`src/rtl/ealu_pkg.sv`:
```
// ----------------------------------------------------------------------------
// ALU package
// Opcodes, flag layout, BCD constants and the stage payload types.
// ----------------------------------------------------------------------------
package ealu_pkg;

  // Operation codes; codes above OP_SWAP leave everything unchanged
  typedef enum logic [4:0] {
    OP_ADD   = 5'd0,
    OP_ADC   = 5'd1,
    OP_SUB   = 5'd2,
    OP_SBC   = 5'd3,
    OP_AND   = 5'd4,
    OP_OR    = 5'd5,
    OP_XOR   = 5'd6,
    OP_CP    = 5'd7,
    OP_INC   = 5'd8,
    OP_DEC   = 5'd9,
    OP_ADD16 = 5'd10,
    OP_INC16 = 5'd11,
    OP_DEC16 = 5'd12,
    OP_DAA   = 5'd13,
    OP_RLC   = 5'd14,
    OP_RL    = 5'd15,
    OP_RRC   = 5'd16,
    OP_RR    = 5'd17,
    OP_SLA   = 5'd18,
    OP_SRA   = 5'd19,
    OP_SRL   = 5'd20,
    OP_BIT   = 5'd21,
    OP_SET   = 5'd22,
    OP_RES   = 5'd23,
    OP_SWAP  = 5'd24
  } op_e;

  // Flag bit positions
  localparam int unsigned FlagZ = 3;
  localparam int unsigned FlagN = 2;
  localparam int unsigned FlagH = 1;
  localparam int unsigned FlagC = 0;

  // Decimal adjust limits and corrections
  localparam logic [7:0] DaaHiLimit = 8'h99;
  localparam logic [3:0] DaaLoLimit = 4'h9;
  localparam logic [7:0] DaaHiCorr  = 8'h60;
  localparam logic [7:0] DaaLoCorr  = 8'h06;

  // How the zero flag is formed in the last stage
  typedef enum logic [1:0] {
    Z_TEST,
    Z_KEEP,
    Z_CLEAR
  } zsel_e;

  // Captured operands plus early decode
  typedef struct packed {
    op_e         op;
    logic [7:0]  acc;
    logic [15:0] pair;
    logic [7:0]  val;
    logic [15:0] word;
    logic [7:0]  mask;
    logic        noz;
    logic [3:0]  flags;
    logic        cy;
    logic [7:0]  daa_corr;
    logic        daa_c;
  } prep_t;

  // Results with flag parts, before zero detection
  typedef struct packed {
    logic [7:0]  acc;
    logic [15:0] pair;
    logic [7:0]  byte_res;
    logic [15:0] word_res;
    logic [7:0]  zval;
    zsel_e       zsel;
    logic        zin;
    logic        n;
    logic        h;
    logic        c;
  } arith_t;

endpackage

```
`src/rtl/ealu_prep.sv`:
```
// ----------------------------------------------------------------------------
// ALU operand stage
// Captures an input transfer, forms carry-in, bit mask and BCD correction.
// ----------------------------------------------------------------------------
module ealu_prep (
  input  logic            clk_i,
  input  logic            rst_ni,
  input  logic            valid_i,
  output logic            stall_o,
  input  logic [4:0]      opcode_i,
  input  logic [7:0]      acc_in_i,
  input  logic [15:0]     pair_in_i,
  input  logic [7:0]      operand_byte_i,
  input  logic [15:0]     operand_word_i,
  input  logic [2:0]      bit_position_i,
  input  logic            suppress_zero_i,
  input  logic [3:0]      flags_in_i,
  output logic            valid_o,
  input  logic            stall_i,
  output ealu_pkg::prep_t prep_o
);
  import ealu_pkg::*;

  logic  valid_q;
  prep_t prep_d, prep_q;
  logic  hi_fix, lo_fix;
  op_e   op;

  // Decode carry-in and decimal adjust
  always_comb begin
    op     = op_e'(opcode_i);
    hi_fix = flags_in_i[FlagC];
    lo_fix = flags_in_i[FlagH];
    if (!flags_in_i[FlagN]) begin
      hi_fix = flags_in_i[FlagC] || (acc_in_i > DaaHiLimit);
      lo_fix = flags_in_i[FlagH] || (acc_in_i[3:0] > DaaLoLimit);
    end
    prep_d.op       = op;
    prep_d.acc      = acc_in_i;
    prep_d.pair     = pair_in_i;
    prep_d.val      = operand_byte_i;
    prep_d.word     = operand_word_i;
    prep_d.mask     = 8'h01 << bit_position_i;
    prep_d.noz      = suppress_zero_i;
    prep_d.flags    = flags_in_i;
    prep_d.cy       = ((op == OP_ADC) || (op == OP_SBC)) && flags_in_i[FlagC];
    prep_d.daa_corr = (hi_fix ? DaaHiCorr : 8'h00) | (lo_fix ? DaaLoCorr : 8'h00);
    prep_d.daa_c    = hi_fix;
  end

  // Hold while the next stage stalls on a full register
  assign stall_o = valid_q && stall_i;

  always_ff @(posedge clk_i or negedge rst_ni) begin
    if (!rst_ni) begin
      valid_q <= 1'b0;
    end else if (!stall_o) begin
      valid_q <= valid_i;
    end
  end

  always_ff @(posedge clk_i) begin
    if (valid_i && !stall_o) begin
      prep_q <= prep_d;
    end
  end

  assign valid_o = valid_q;
  assign prep_o  = prep_q;

endmodule

```
`src/rtl/ealu_arith.sv`:
```
// ----------------------------------------------------------------------------
// ALU arithmetic stage
// Adders, subtractors, rotates, shifts and bit operations per opcode.
// ----------------------------------------------------------------------------
module ealu_arith (
  input  logic             clk_i,
  input  logic             rst_ni,
  input  logic             valid_i,
  output logic             stall_o,
  input  ealu_pkg::prep_t  prep_i,
  output logic             valid_o,
  input  logic             stall_i,
  output ealu_pkg::arith_t arith_o
);
  import ealu_pkg::*;

  logic        valid_q;
  arith_t      arith_d, arith_q;
  logic [8:0]  sum9, diff9;
  logic [4:0]  hsum, hdiff;
  logic [16:0] sum17;
  logic [12:0] hsum13;
  logic [7:0]  v;
  logic        ci;

  // Shared adders
  always_comb begin
    v      = prep_i.val;
    ci     = prep_i.flags[FlagC];
    sum9   = {1'b0, prep_i.acc} + {1'b0, v} + {8'd0, prep_i.cy};
    diff9  = {1'b0, prep_i.acc} - {1'b0, v} - {8'd0, prep_i.cy};
    hsum   = {1'b0, prep_i.acc[3:0]} + {1'b0, v[3:0]} + {4'd0, prep_i.cy};
    hdiff  = {1'b0, prep_i.acc[3:0]} - {1'b0, v[3:0]} - {4'd0, prep_i.cy};
    sum17  = {1'b0, prep_i.pair} + {1'b0, prep_i.word};
    hsum13 = {1'b0, prep_i.pair[11:0]} + {1'b0, prep_i.word[11:0]};
  end

  // Select results and flag parts
  always_comb begin
    arith_d.acc      = prep_i.acc;
    arith_d.pair     = prep_i.pair;
    arith_d.byte_res = 8'h00;
    arith_d.word_res = 16'h0000;
    arith_d.zval     = 8'h00;
    arith_d.zsel     = Z_KEEP;
    arith_d.zin      = prep_i.flags[FlagZ];
    arith_d.n        = prep_i.flags[FlagN];
    arith_d.h        = prep_i.flags[FlagH];
    arith_d.c        = ci;
    case (prep_i.op)
      OP_ADD, OP_ADC: begin
        arith_d.acc  = sum9[7:0];
        arith_d.zval = sum9[7:0];
        arith_d.zsel = Z_TEST;
        arith_d.n    = 1'b0;
        arith_d.h    = hsum[4];
        arith_d.c    = sum9[8];
      end
      OP_SUB, OP_SBC, OP_CP: begin
        if (prep_i.op != OP_CP) begin
          arith_d.acc = diff9[7:0];
        end
        arith_d.zval = diff9[7:0];
        arith_d.zsel = Z_TEST;
        arith_d.n    = 1'b1;
        arith_d.h    = hdiff[4];
        arith_d.c    = diff9[8];
      end
      OP_AND: begin
        arith_d.acc  = prep_i.acc & v;
        arith_d.zval = prep_i.acc & v;
        arith_d.zsel = Z_TEST;
        arith_d.n    = 1'b0;
        arith_d.h    = 1'b1;
        arith_d.c    = 1'b0;
      end
      OP_OR: begin
        arith_d.acc  = prep_i.acc | v;
        arith_d.zval = prep_i.acc | v;
        arith_d.zsel = Z_TEST;
        arith_d.n    = 1'b0;
        arith_d.h    = 1'b0;
        arith_d.c    = 1'b0;
      end
      OP_XOR: begin
        arith_d.acc  = prep_i.acc ^ v;
        arith_d.zval = prep_i.acc ^ v;
        arith_d.zsel = Z_TEST;
        arith_d.n    = 1'b0;
        arith_d.h    = 1'b0;
        arith_d.c    = 1'b0;
      end
      OP_INC: begin
        arith_d.byte_res = v + 8'd1;
        arith_d.zval     = v + 8'd1;
        arith_d.zsel     = Z_TEST;
        arith_d.n        = 1'b0;
        arith_d.h        = (v[3:0] == 4'hF);
      end
      OP_DEC: begin
        arith_d.byte_res = v - 8'd1;
        arith_d.zval     = v - 8'd1;
        arith_d.zsel     = Z_TEST;
        arith_d.n        = 1'b1;
        arith_d.h        = (v[3:0] == 4'h0);
      end
      OP_ADD16: begin
        arith_d.pair = sum17[15:0];
        arith_d.n    = 1'b0;
        arith_d.h    = hsum13[12];
        arith_d.c    = sum17[16];
      end
      OP_INC16: begin
        arith_d.word_res = prep_i.word + 16'd1;
      end
      OP_DEC16: begin
        arith_d.word_res = prep_i.word - 16'd1;
      end
      OP_DAA: begin
        if (prep_i.flags[FlagN]) begin
          arith_d.acc  = prep_i.acc - prep_i.daa_corr;
          arith_d.zval = prep_i.acc - prep_i.daa_corr;
        end else begin
          arith_d.acc  = prep_i.acc + prep_i.daa_corr;
          arith_d.zval = prep_i.acc + prep_i.daa_corr;
        end
        arith_d.zsel = Z_TEST;
        arith_d.h    = 1'b0;
        arith_d.c    = prep_i.daa_c;
      end
      OP_RLC, OP_RL, OP_RRC, OP_RR: begin
        case (prep_i.op)
          OP_RLC:  arith_d.byte_res = {v[6:0], v[7]};
          OP_RL:   arith_d.byte_res = {v[6:0], ci};
          OP_RRC:  arith_d.byte_res = {v[0], v[7:1]};
          default: arith_d.byte_res = {ci, v[7:1]};
        endcase
        arith_d.zval = arith_d.byte_res;
        arith_d.zsel = prep_i.noz ? Z_CLEAR : Z_TEST;
        arith_d.n    = 1'b0;
        arith_d.h    = 1'b0;
        arith_d.c    = ((prep_i.op == OP_RLC) || (prep_i.op == OP_RL)) ? v[7] : v[0];
      end
      OP_SLA: begin
        arith_d.byte_res = {v[6:0], 1'b0};
        arith_d.zval     = {v[6:0], 1'b0};
        arith_d.zsel     = Z_TEST;
        arith_d.n        = 1'b0;
        arith_d.h        = 1'b0;
        arith_d.c        = v[7];
      end
      OP_SRA: begin
        arith_d.byte_res = {v[7], v[7:1]};
        arith_d.zval     = {v[7], v[7:1]};
        arith_d.zsel     = Z_TEST;
        arith_d.n        = 1'b0;
        arith_d.h        = 1'b0;
        arith_d.c        = v[0];
      end
      OP_SRL: begin
        arith_d.byte_res = {1'b0, v[7:1]};
        arith_d.zval     = {1'b0, v[7:1]};
        arith_d.zsel     = Z_TEST;
        arith_d.n        = 1'b0;
        arith_d.h        = 1'b0;
        arith_d.c        = v[0];
      end
      OP_BIT: begin
        arith_d.zval = {7'd0, |(v & prep_i.mask)};
        arith_d.zsel = Z_TEST;
        arith_d.n    = 1'b0;
        arith_d.h    = 1'b1;
      end
      OP_SET: begin
        arith_d.byte_res = v | prep_i.mask;
      end
      OP_RES: begin
        arith_d.byte_res = v & ~prep_i.mask;
      end
      OP_SWAP: begin
        arith_d.byte_res = {v[3:0], v[7:4]};
        arith_d.zval     = {v[3:0], v[7:4]};
        arith_d.zsel     = Z_TEST;
        arith_d.n        = 1'b0;
        arith_d.h        = 1'b0;
        arith_d.c        = 1'b0;
      end
      default: begin
        arith_d.zsel = Z_KEEP;
      end
    endcase
  end

  // Hold while the next stage stalls on a full register
  assign stall_o = valid_q && stall_i;

  always_ff @(posedge clk_i or negedge rst_ni) begin
    if (!rst_ni) begin
      valid_q <= 1'b0;
    end else if (!stall_o) begin
      valid_q <= valid_i;
    end
  end

  always_ff @(posedge clk_i) begin
    if (valid_i && !stall_o) begin
      arith_q <= arith_d;
    end
  end

  assign valid_o = valid_q;
  assign arith_o = arith_q;

endmodule

```
`src/rtl/ealu_flags.sv`:
```
// ----------------------------------------------------------------------------
// ALU flag stage
// Detects zero, assembles Z/N/H/C and holds the output register.
// ----------------------------------------------------------------------------
module ealu_flags (
  input  logic             clk_i,
  input  logic             rst_ni,
  input  logic             valid_i,
  output logic             stall_o,
  input  ealu_pkg::arith_t arith_i,
  output logic             valid_o,
  input  logic             stall_i,
  output logic [7:0]       acc_out_o,
  output logic [15:0]      pair_out_o,
  output logic [7:0]       byte_result_o,
  output logic [15:0]      word_result_o,
  output logic [3:0]       flags_out_o
);
  import ealu_pkg::*;

  logic        valid_q;
  logic        z;
  logic [3:0]  flags_d, flags_q;
  logic [7:0]  acc_q, byte_q;
  logic [15:0] pair_q, word_q;

  // Form the zero flag
  always_comb begin
    case (arith_i.zsel)
      Z_TEST:  z = (arith_i.zval == 8'h00);
      Z_KEEP:  z = arith_i.zin;
      Z_CLEAR: z = 1'b0;
      default: z = 1'b0;
    endcase
    flags_d = {z, arith_i.n, arith_i.h, arith_i.c};
  end

  // Hold the result while the consumer stalls
  assign stall_o = valid_q && stall_i;

  always_ff @(posedge clk_i or negedge rst_ni) begin
    if (!rst_ni) begin
      valid_q <= 1'b0;
    end else if (!stall_o) begin
      valid_q <= valid_i;
    end
  end

  always_ff @(posedge clk_i) begin
    if (valid_i && !stall_o) begin
      acc_q   <= arith_i.acc;
      pair_q  <= arith_i.pair;
      byte_q  <= arith_i.byte_res;
      word_q  <= arith_i.word_res;
      flags_q <= flags_d;
    end
  end

  assign valid_o       = valid_q;
  assign acc_out_o     = acc_q;
  assign pair_out_o    = pair_q;
  assign byte_result_o = byte_q;
  assign word_result_o = word_q;
  assign flags_out_o   = flags_q;

endmodule

```
`src/rtl/eight_bit_cpu_alu_with_flags.sv`:
```
// ----------------------------------------------------------------------------
// Eight-bit CPU ALU with flags
// Three-stage pipelined ALU: operand capture, arithmetic, flag assembly.
// ----------------------------------------------------------------------------
//  Channel  Direction  Handshake                 Payload
//  in       sink       in_valid_i / in_stall_o   opcode, acc, HL, operands, flags
//  out      source     out_valid_o / out_stall_i acc, HL, byte, word, flags
//
//  One transfer is taken every cycle unless a stall has backed up to the
//  input; there are three register stages (operand, arithmetic, flag/output).
//  Reset clears the stage valid bits only; payload registers are not reset.
//  A stall on the output holds each full stage in turn back to the input;
//  empty stages keep filling, so no transfer is lost or repeated.
// ----------------------------------------------------------------------------
module eight_bit_cpu_alu_with_flags (
  input  logic        clk_i,
  input  logic        rst_ni,
  input  logic        in_valid_i,
  output logic        in_stall_o,
  input  logic [4:0]  opcode_i,
  input  logic [7:0]  acc_in_i,
  input  logic [15:0] pair_in_i,
  input  logic [7:0]  operand_byte_i,
  input  logic [15:0] operand_word_i,
  input  logic [2:0]  bit_position_i,
  input  logic        suppress_zero_i,
  input  logic [3:0]  flags_in_i,
  output logic        out_valid_o,
  input  logic        out_stall_i,
  output logic [7:0]  acc_out_o,
  output logic [15:0] pair_out_o,
  output logic [7:0]  byte_result_o,
  output logic [15:0] word_result_o,
  output logic [3:0]  flags_out_o
);
  import ealu_pkg::*;

  logic   prep_valid, prep_stall;
  logic   arith_valid, arith_stall;
  prep_t  prep;
  arith_t arith;

  // Capture operands and decode
  ealu_prep u_prep (
    .clk_i,
    .rst_ni,
    .valid_i         (in_valid_i),
    .stall_o         (in_stall_o),
    .opcode_i,
    .acc_in_i,
    .pair_in_i,
    .operand_byte_i,
    .operand_word_i,
    .bit_position_i,
    .suppress_zero_i,
    .flags_in_i,
    .valid_o         (prep_valid),
    .stall_i         (prep_stall),
    .prep_o          (prep)
  );

  // Compute results
  ealu_arith u_arith (
    .clk_i,
    .rst_ni,
    .valid_i (prep_valid),
    .stall_o (prep_stall),
    .prep_i  (prep),
    .valid_o (arith_valid),
    .stall_i (arith_stall),
    .arith_o (arith)
  );

  // Assemble flags and drive the output register
  ealu_flags u_flags (
    .clk_i,
    .rst_ni,
    .valid_i       (arith_valid),
    .stall_o       (arith_stall),
    .arith_i       (arith),
    .valid_o       (out_valid_o),
    .stall_i       (out_stall_i),
    .acc_out_o,
    .pair_out_o,
    .byte_result_o,
    .word_result_o,
    .flags_out_o
  );

endmodule

```
`config.mk`:
```
export PLATFORM = sky130hd
export DESIGN_NAME = eight_bit_cpu_alu_with_flags
export DESIGN_NICKNAME = d
export VERILOG_FILES = /design/src/rtl/ealu_pkg.sv /design/src/rtl/ealu_prep.sv /design/src/rtl/ealu_arith.sv /design/src/rtl/ealu_flags.sv /design/src/rtl/eight_bit_cpu_alu_with_flags.sv
export SDC_FILE = /design/constraint.sdc
export NUM_CORES = 1
export LEC_CHECK = 0
export BUFFER_PORTS_ARGS = -buffer_cell sky130_fd_sc_hd__buf_2
export CORE_MARGIN = 4
export CORE_UTILIZATION = 49
export DETAILED_ROUTE_END_ITERATION = 8
export GPL_ROUTABILITY_DRIVEN = 0
export GPL_TIMING_DRIVEN = 1
export PLACE_DENSITY = 0.78
export SETUP_SLACK_MARGIN = 0.4
export SLEW_MARGIN = 0
export SYNTH_ARGS = -nofsm -noshare
export SYNTH_HDL_FRONTEND = slang
export SYNTH_HIERARCHICAL = 1
export SYNTH_SLANG_ARGS = --single-unit
```
`constraint.sdc`:
```
create_clock -name clk_i -period 12.85 [get_ports clk_i]
set_clock_uncertainty 0.1 [all_clocks]
set_input_delay 1.285 -clock clk_i [delete_from_list [all_inputs] [get_ports clk_i]]
set_output_delay 1.285 -clock clk_i [all_outputs]
set_load 0.05 [all_outputs]
```
==> flow_summary.html <==
<table>
<tr><th>Metric</th><th>Value</th></tr>
<tr><th colspan="2">Die</th></tr>
<tr><td>Total I/O pin count</td><td>119</td></tr>
<tr><td>Total die area</td><td>roughly 0.024 mm²</td></tr>
<tr><td>Area of the core</td><td>0.0210 mm²</td></tr>
<tr><td>Height of the chip</td><td>154 µm</td></tr>
<tr><td>Effective utilization at floorplan</td><td>between 40 and 50%</td></tr>
<tr><td>Die width</td><td>154 µm</td></tr>
<tr><td>Row Count</td><td>53</td></tr>
<tr><th colspan="2">STA</th></tr>
<tr><td>Final Hold Vio Count</td><td>0</td></tr>
<tr><td>Fin crit share</td><td>between 20% and 30%</td></tr>
<tr><td>Final Slew Violations</td><td>0</td></tr>
<tr><td>Setup ws final</td><td>9.24 ns</td></tr>
<tr><td>Final setup TNS</td><td>0 ns</td></tr>
<tr><td>Fmax</td><td>0.277 GHz</td></tr>
<tr><td>Unrepaired setup endpoints after global routing</td><td>no</td></tr>
<tr><td>Worst relative slew slack</td><td>between 30% and 40%</td></tr>
<tr><td>Worst hold slack after final layout</td><td>approximately 0.32 ns</td></tr>
<tr><td>Setup violations, final</td><td>0</td></tr>
<tr><td>Worst Max-Slew Pin Slew</td><td>slightly below 1 ns</td></tr>
<tr><td>Shortest clock period the worst path allows after layout</td><td>between 3 and 4 ns</td></tr>
<tr><th colspan="2">Synthesis</th></tr>
<tr><td>Part of the Yosys area used for sequential elements</td><td>53.3%</td></tr>
<tr><td>Count of state elements after synthesis</td><td>186</td></tr>
<tr><td>Main flop type after synthesis</td><td>edfxtp_1</td></tr>
<tr><td>Mean instance size in the synthesized netlist</td><td>11.6 µm²</td></tr>
<tr><td>Mapped Cells</td><td>900</td></tr>
<tr><td>Netlist area before placement</td><td>about 0.010 mm²</td></tr>
<tr><td>Warnings, synthesis</td><td>6</td></tr>
<tr><td>EDFF count, synth</td><td>183</td></tr>
<tr><td>Number of distinct library cell variants in the gate-level netlist after synthesis</td><td>86</td></tr>
<tr><td>Asr flop ratio synth</td><td>1.61%</td></tr>
<tr><th colspan="2">Power</th></tr>
<tr><td>Leakage power figure</td><td>4.75 nW</td></tr>
<tr><td>VDD IR-drop max</td><td>96.8 µV</td></tr>
<tr><td>Pwr dens</td><td>137 mW/mm²</td></tr>
<tr><th colspan="2">Route</th></tr>
<tr><td>Residual DRC</td><td>0</td></tr>
<tr><td>Number of vias in the routed layout</td><td>between 7000 and 8000</td></tr>
<tr><td>Mean number of vias per cell</td><td>between 5 and 6</td></tr>
<tr><td>Detailed router's first-iteration violation count</td><td>899</td></tr>
<tr><td>Detail Route Antenna Nets</td><td>0</td></tr>
<tr><td>WL final</td><td>24.4 mm</td></tr>
<tr><td>1st-pass router iterations</td><td>5</td></tr>
<tr><td>Routed wirelength normalized by instance count</td><td>18.8 µm</td></tr>
<tr><th colspan="2">Clocking</th></tr>
<tr><td># Post-CTS Setup Buffers</td><td>0</td></tr>
<tr><td>CTS sink count</td><td>186</td></tr>
<tr><td>Number of CTS-inserted buffers</td><td>17</td></tr>
<tr><td>Resized cells post-CTS</td><td>0</td></tr>
<tr><td>Depth of the CTS H-tree</td><td>4</td></tr>
<tr><td>Deepest clock path buffer count</td><td>2</td></tr>
<tr><td>Worst-Skew Late Latency</td><td>0.42 ns</td></tr>
<tr><td>Hold buffer count at cts</td><td>0</td></tr>
<tr><td>Clock input transition at the sequential cells of the worst setup and hold paths</td><td>0.07 ns</td></tr>
<tr><td>Clock tree from TritonCTS</td><td>built</td></tr>
<tr><td>Clock Tree Root</td><td>clkbuf_16</td></tr>
<tr><th colspan="2">Global route</th></tr>
<tr><td>Global-route total usage across every layer</td><td>20.7%</td></tr>
<tr><td>Maximum number of pins on one net before global-route repair</td><td>70</td></tr>
<tr><td>GRT overflow</td><td>0</td></tr>
<tr><td>Number of global-route vias before repair</td><td>7399</td></tr>
<tr><td>Wire length of the first global-routing pass</td><td>between 30 and 40 mm</td></tr>
<tr><td>Antenna violations before repair</td><td>1</td></tr>
<tr><th colspan="2">Final layout</th></tr>
<tr><td>Area of all placed cells without fillers</td><td>0.0119 mm²</td></tr>
<tr><td>Most used cells in the layout excluding fill and tap cells</td><td>edfxtp_1 (183), buf_2 (118), ha_1 (71)</td></tr>
<tr><td>Most frequent standard cell in the layout excluding fill and tap cells</td><td>edfxtp_1</td></tr>
<tr><td>Proportion of layout cells with a drive suffix above 1</td><td>17.8%</td></tr>
<tr><td>Nets</td><td>1149</td></tr>
<tr><td>Diode insertion count for antenna repair</td><td>0</td></tr>
<tr><td>Post-synthesis to final-layout area growth</td><td>13.5%</td></tr>
<tr><td>Utilization of the core after routing</td><td>56.5%</td></tr>
<tr><td>Fill cell instance count of the final layout</td><td>1755</td></tr>
<tr><th colspan="2">Run status</th></tr>
<tr><td>Status</td><td>finished, final reports clean</td></tr>
<tr><th colspan="2">Setup path</th></tr>
<tr><td>Crit end category</td><td>output port</td></tr>
<tr><td>Register-to-Register Path Depth</td><td>11</td></tr>
<tr><td>Critical Path Start Type</td><td>primary input</td></tr>
<tr><td>Data required time of the worst path</td><td>approximately 11 ns</td></tr>
<tr><td>Data arrival, critical path</td><td>2.22 ns</td></tr>
<tr><td>Critical path fanouts, max</td><td>3</td></tr>
<tr><td>Startpoint-to-endpoint class of the critical path</td><td>in2out</td></tr>
<tr><th colspan="2">Placed design</th></tr>
<tr><td>Dpl hpwl</td><td>around 18 mm</td></tr>
<tr><td>Buffers on Ports</td><td>118</td></tr>
<tr><td>Setup Slack @ Placement</td><td>9.23 ns</td></tr>
<tr><td>Placement-stage cell area</td><td>around 0.011 mm²</td></tr>
<tr><th colspan="2">Hold path</th></tr>
<tr><td>Hold path cells</td><td>0</td></tr>
<tr><td>Worst min-delay path category</td><td>reg2reg</td></tr>
<tr><th colspan="2">Run</th></tr>
<tr><td>MaxCap Viol Count</td><td>0</td></tr>
</table>
-- cells in the mapped netlist (all sizes together) (18+ instances only) --
cell	count	area [µm²]
a21o	20	150
xnor2	22	193
ha	71	888
a21oi	34	170
nor2	64	243
edfxtp	183	5500
nand2	68	258
inv	44	165
buf	18	123
nor3	29	150
o21ai	49	245
clkbuf	20	75.1
-- through the flow --
stage / instances / power (mW)
floorplan: 903 / 1.03
global placement: 1262 / 1.10
detailed placement: 1262 / 1.11
CTS: 1294 / 1.63
global route: 1294 / 1.71
finish: 1294 / 1.63
-- logic make-up (layout without fill, tap and decap cells) --
logic type / count (synthesis) / after routing / share of synthesized area (%)
AND/OR/NAND/NOR: 272 / 272 / 13.6
AO/OA/AOI/OAI: 235 / 235 / 15.8
flip-flops: 186 / 186 / 53.3
buffers and inverters: 83 / 199 / 3.51
adder cells (fa/ha/maj): 78 / 78 / 9.83
XOR/XNOR: 34 / 34 / 2.85
multiplexers: 11 / 11 / 1.08
other: 1 / 4 / 0.0359
-- power by group --
| group | switching [mW] | internal (mW) | leakage, nW |
|---|---|---|---|
| registers | 0.0385 | 0.740 | 1.82 |
| logic | 0.216 | 0.109 | 2.64 |
| clock network | 0.243 | 0.279 | 0.291 |
| total | 0.497 | 1.13 | 4.75 |
-- worst paths after layout --
check / from / to / slack (ns)
worst max-delay path: out_stall_i / in_stall_o / 9.24
worst min-delay path: u_arith/arith_o[27] / u_flags/word_result_o[13] / 0.32
worst max register to register: u_prep/prep_o[71] / u_arith/arith_o[28] / 9.30
worst min register to register: u_arith/arith_o[27] / u_flags/word_result_o[13] / 0.32
max in group asynchronous: rst_ni / u_arith/valid_o / 11.99
min in group asynchronous: rst_ni / u_prep/valid_o / 0.54
-- area by class of cell --
class	instances	area [µm²]	share of cell area, %
Clock buffer	17	425	3.58
Timing Repair Buffer	122	621	5.23
Clock inverter	15	184	1.55
Sequential cell	186	5570	46.9
Tap cell	275	344	2.90
Inverter	45	169	1.42
Multi-Input combinational cell	634	4560	38.4
-- routing by layer --
layer | GRT usage (%) | share of wire, % | vias to the layer above
met4 | 7.32 | 2.5 | 2
met3 | 5.83 | 11 | 59
met1 | 29.8 | 44 | 3634
met2 | 30.0 | 43 | 412
li1 | - | - | 3647
met5 | 0 | 0.053 | -
-- registers in the layout, summed over array words and instances (netlist names) --
register / flops
u_flags/flags_out_o: 4
u_prep/prep_o: 69
u_prep/valid_o: 1
u_flags/byte_result_o: 8
u_flags/acc_out_o: 8
u_flags/valid_o: 1
u_flags/pair_out_o: 16
u_arith/arith_o: 62
u_arith/valid_o: 1
u_flags/word_result_o: 16
-- worst max-delay path, cell delays in order --
cell and delay, ns:
buf_2 0.07, and2_1 0.18, and2_1 0.23, and2_4 0.19, buf_2 0.26
(Power assumes the default switching activity.)
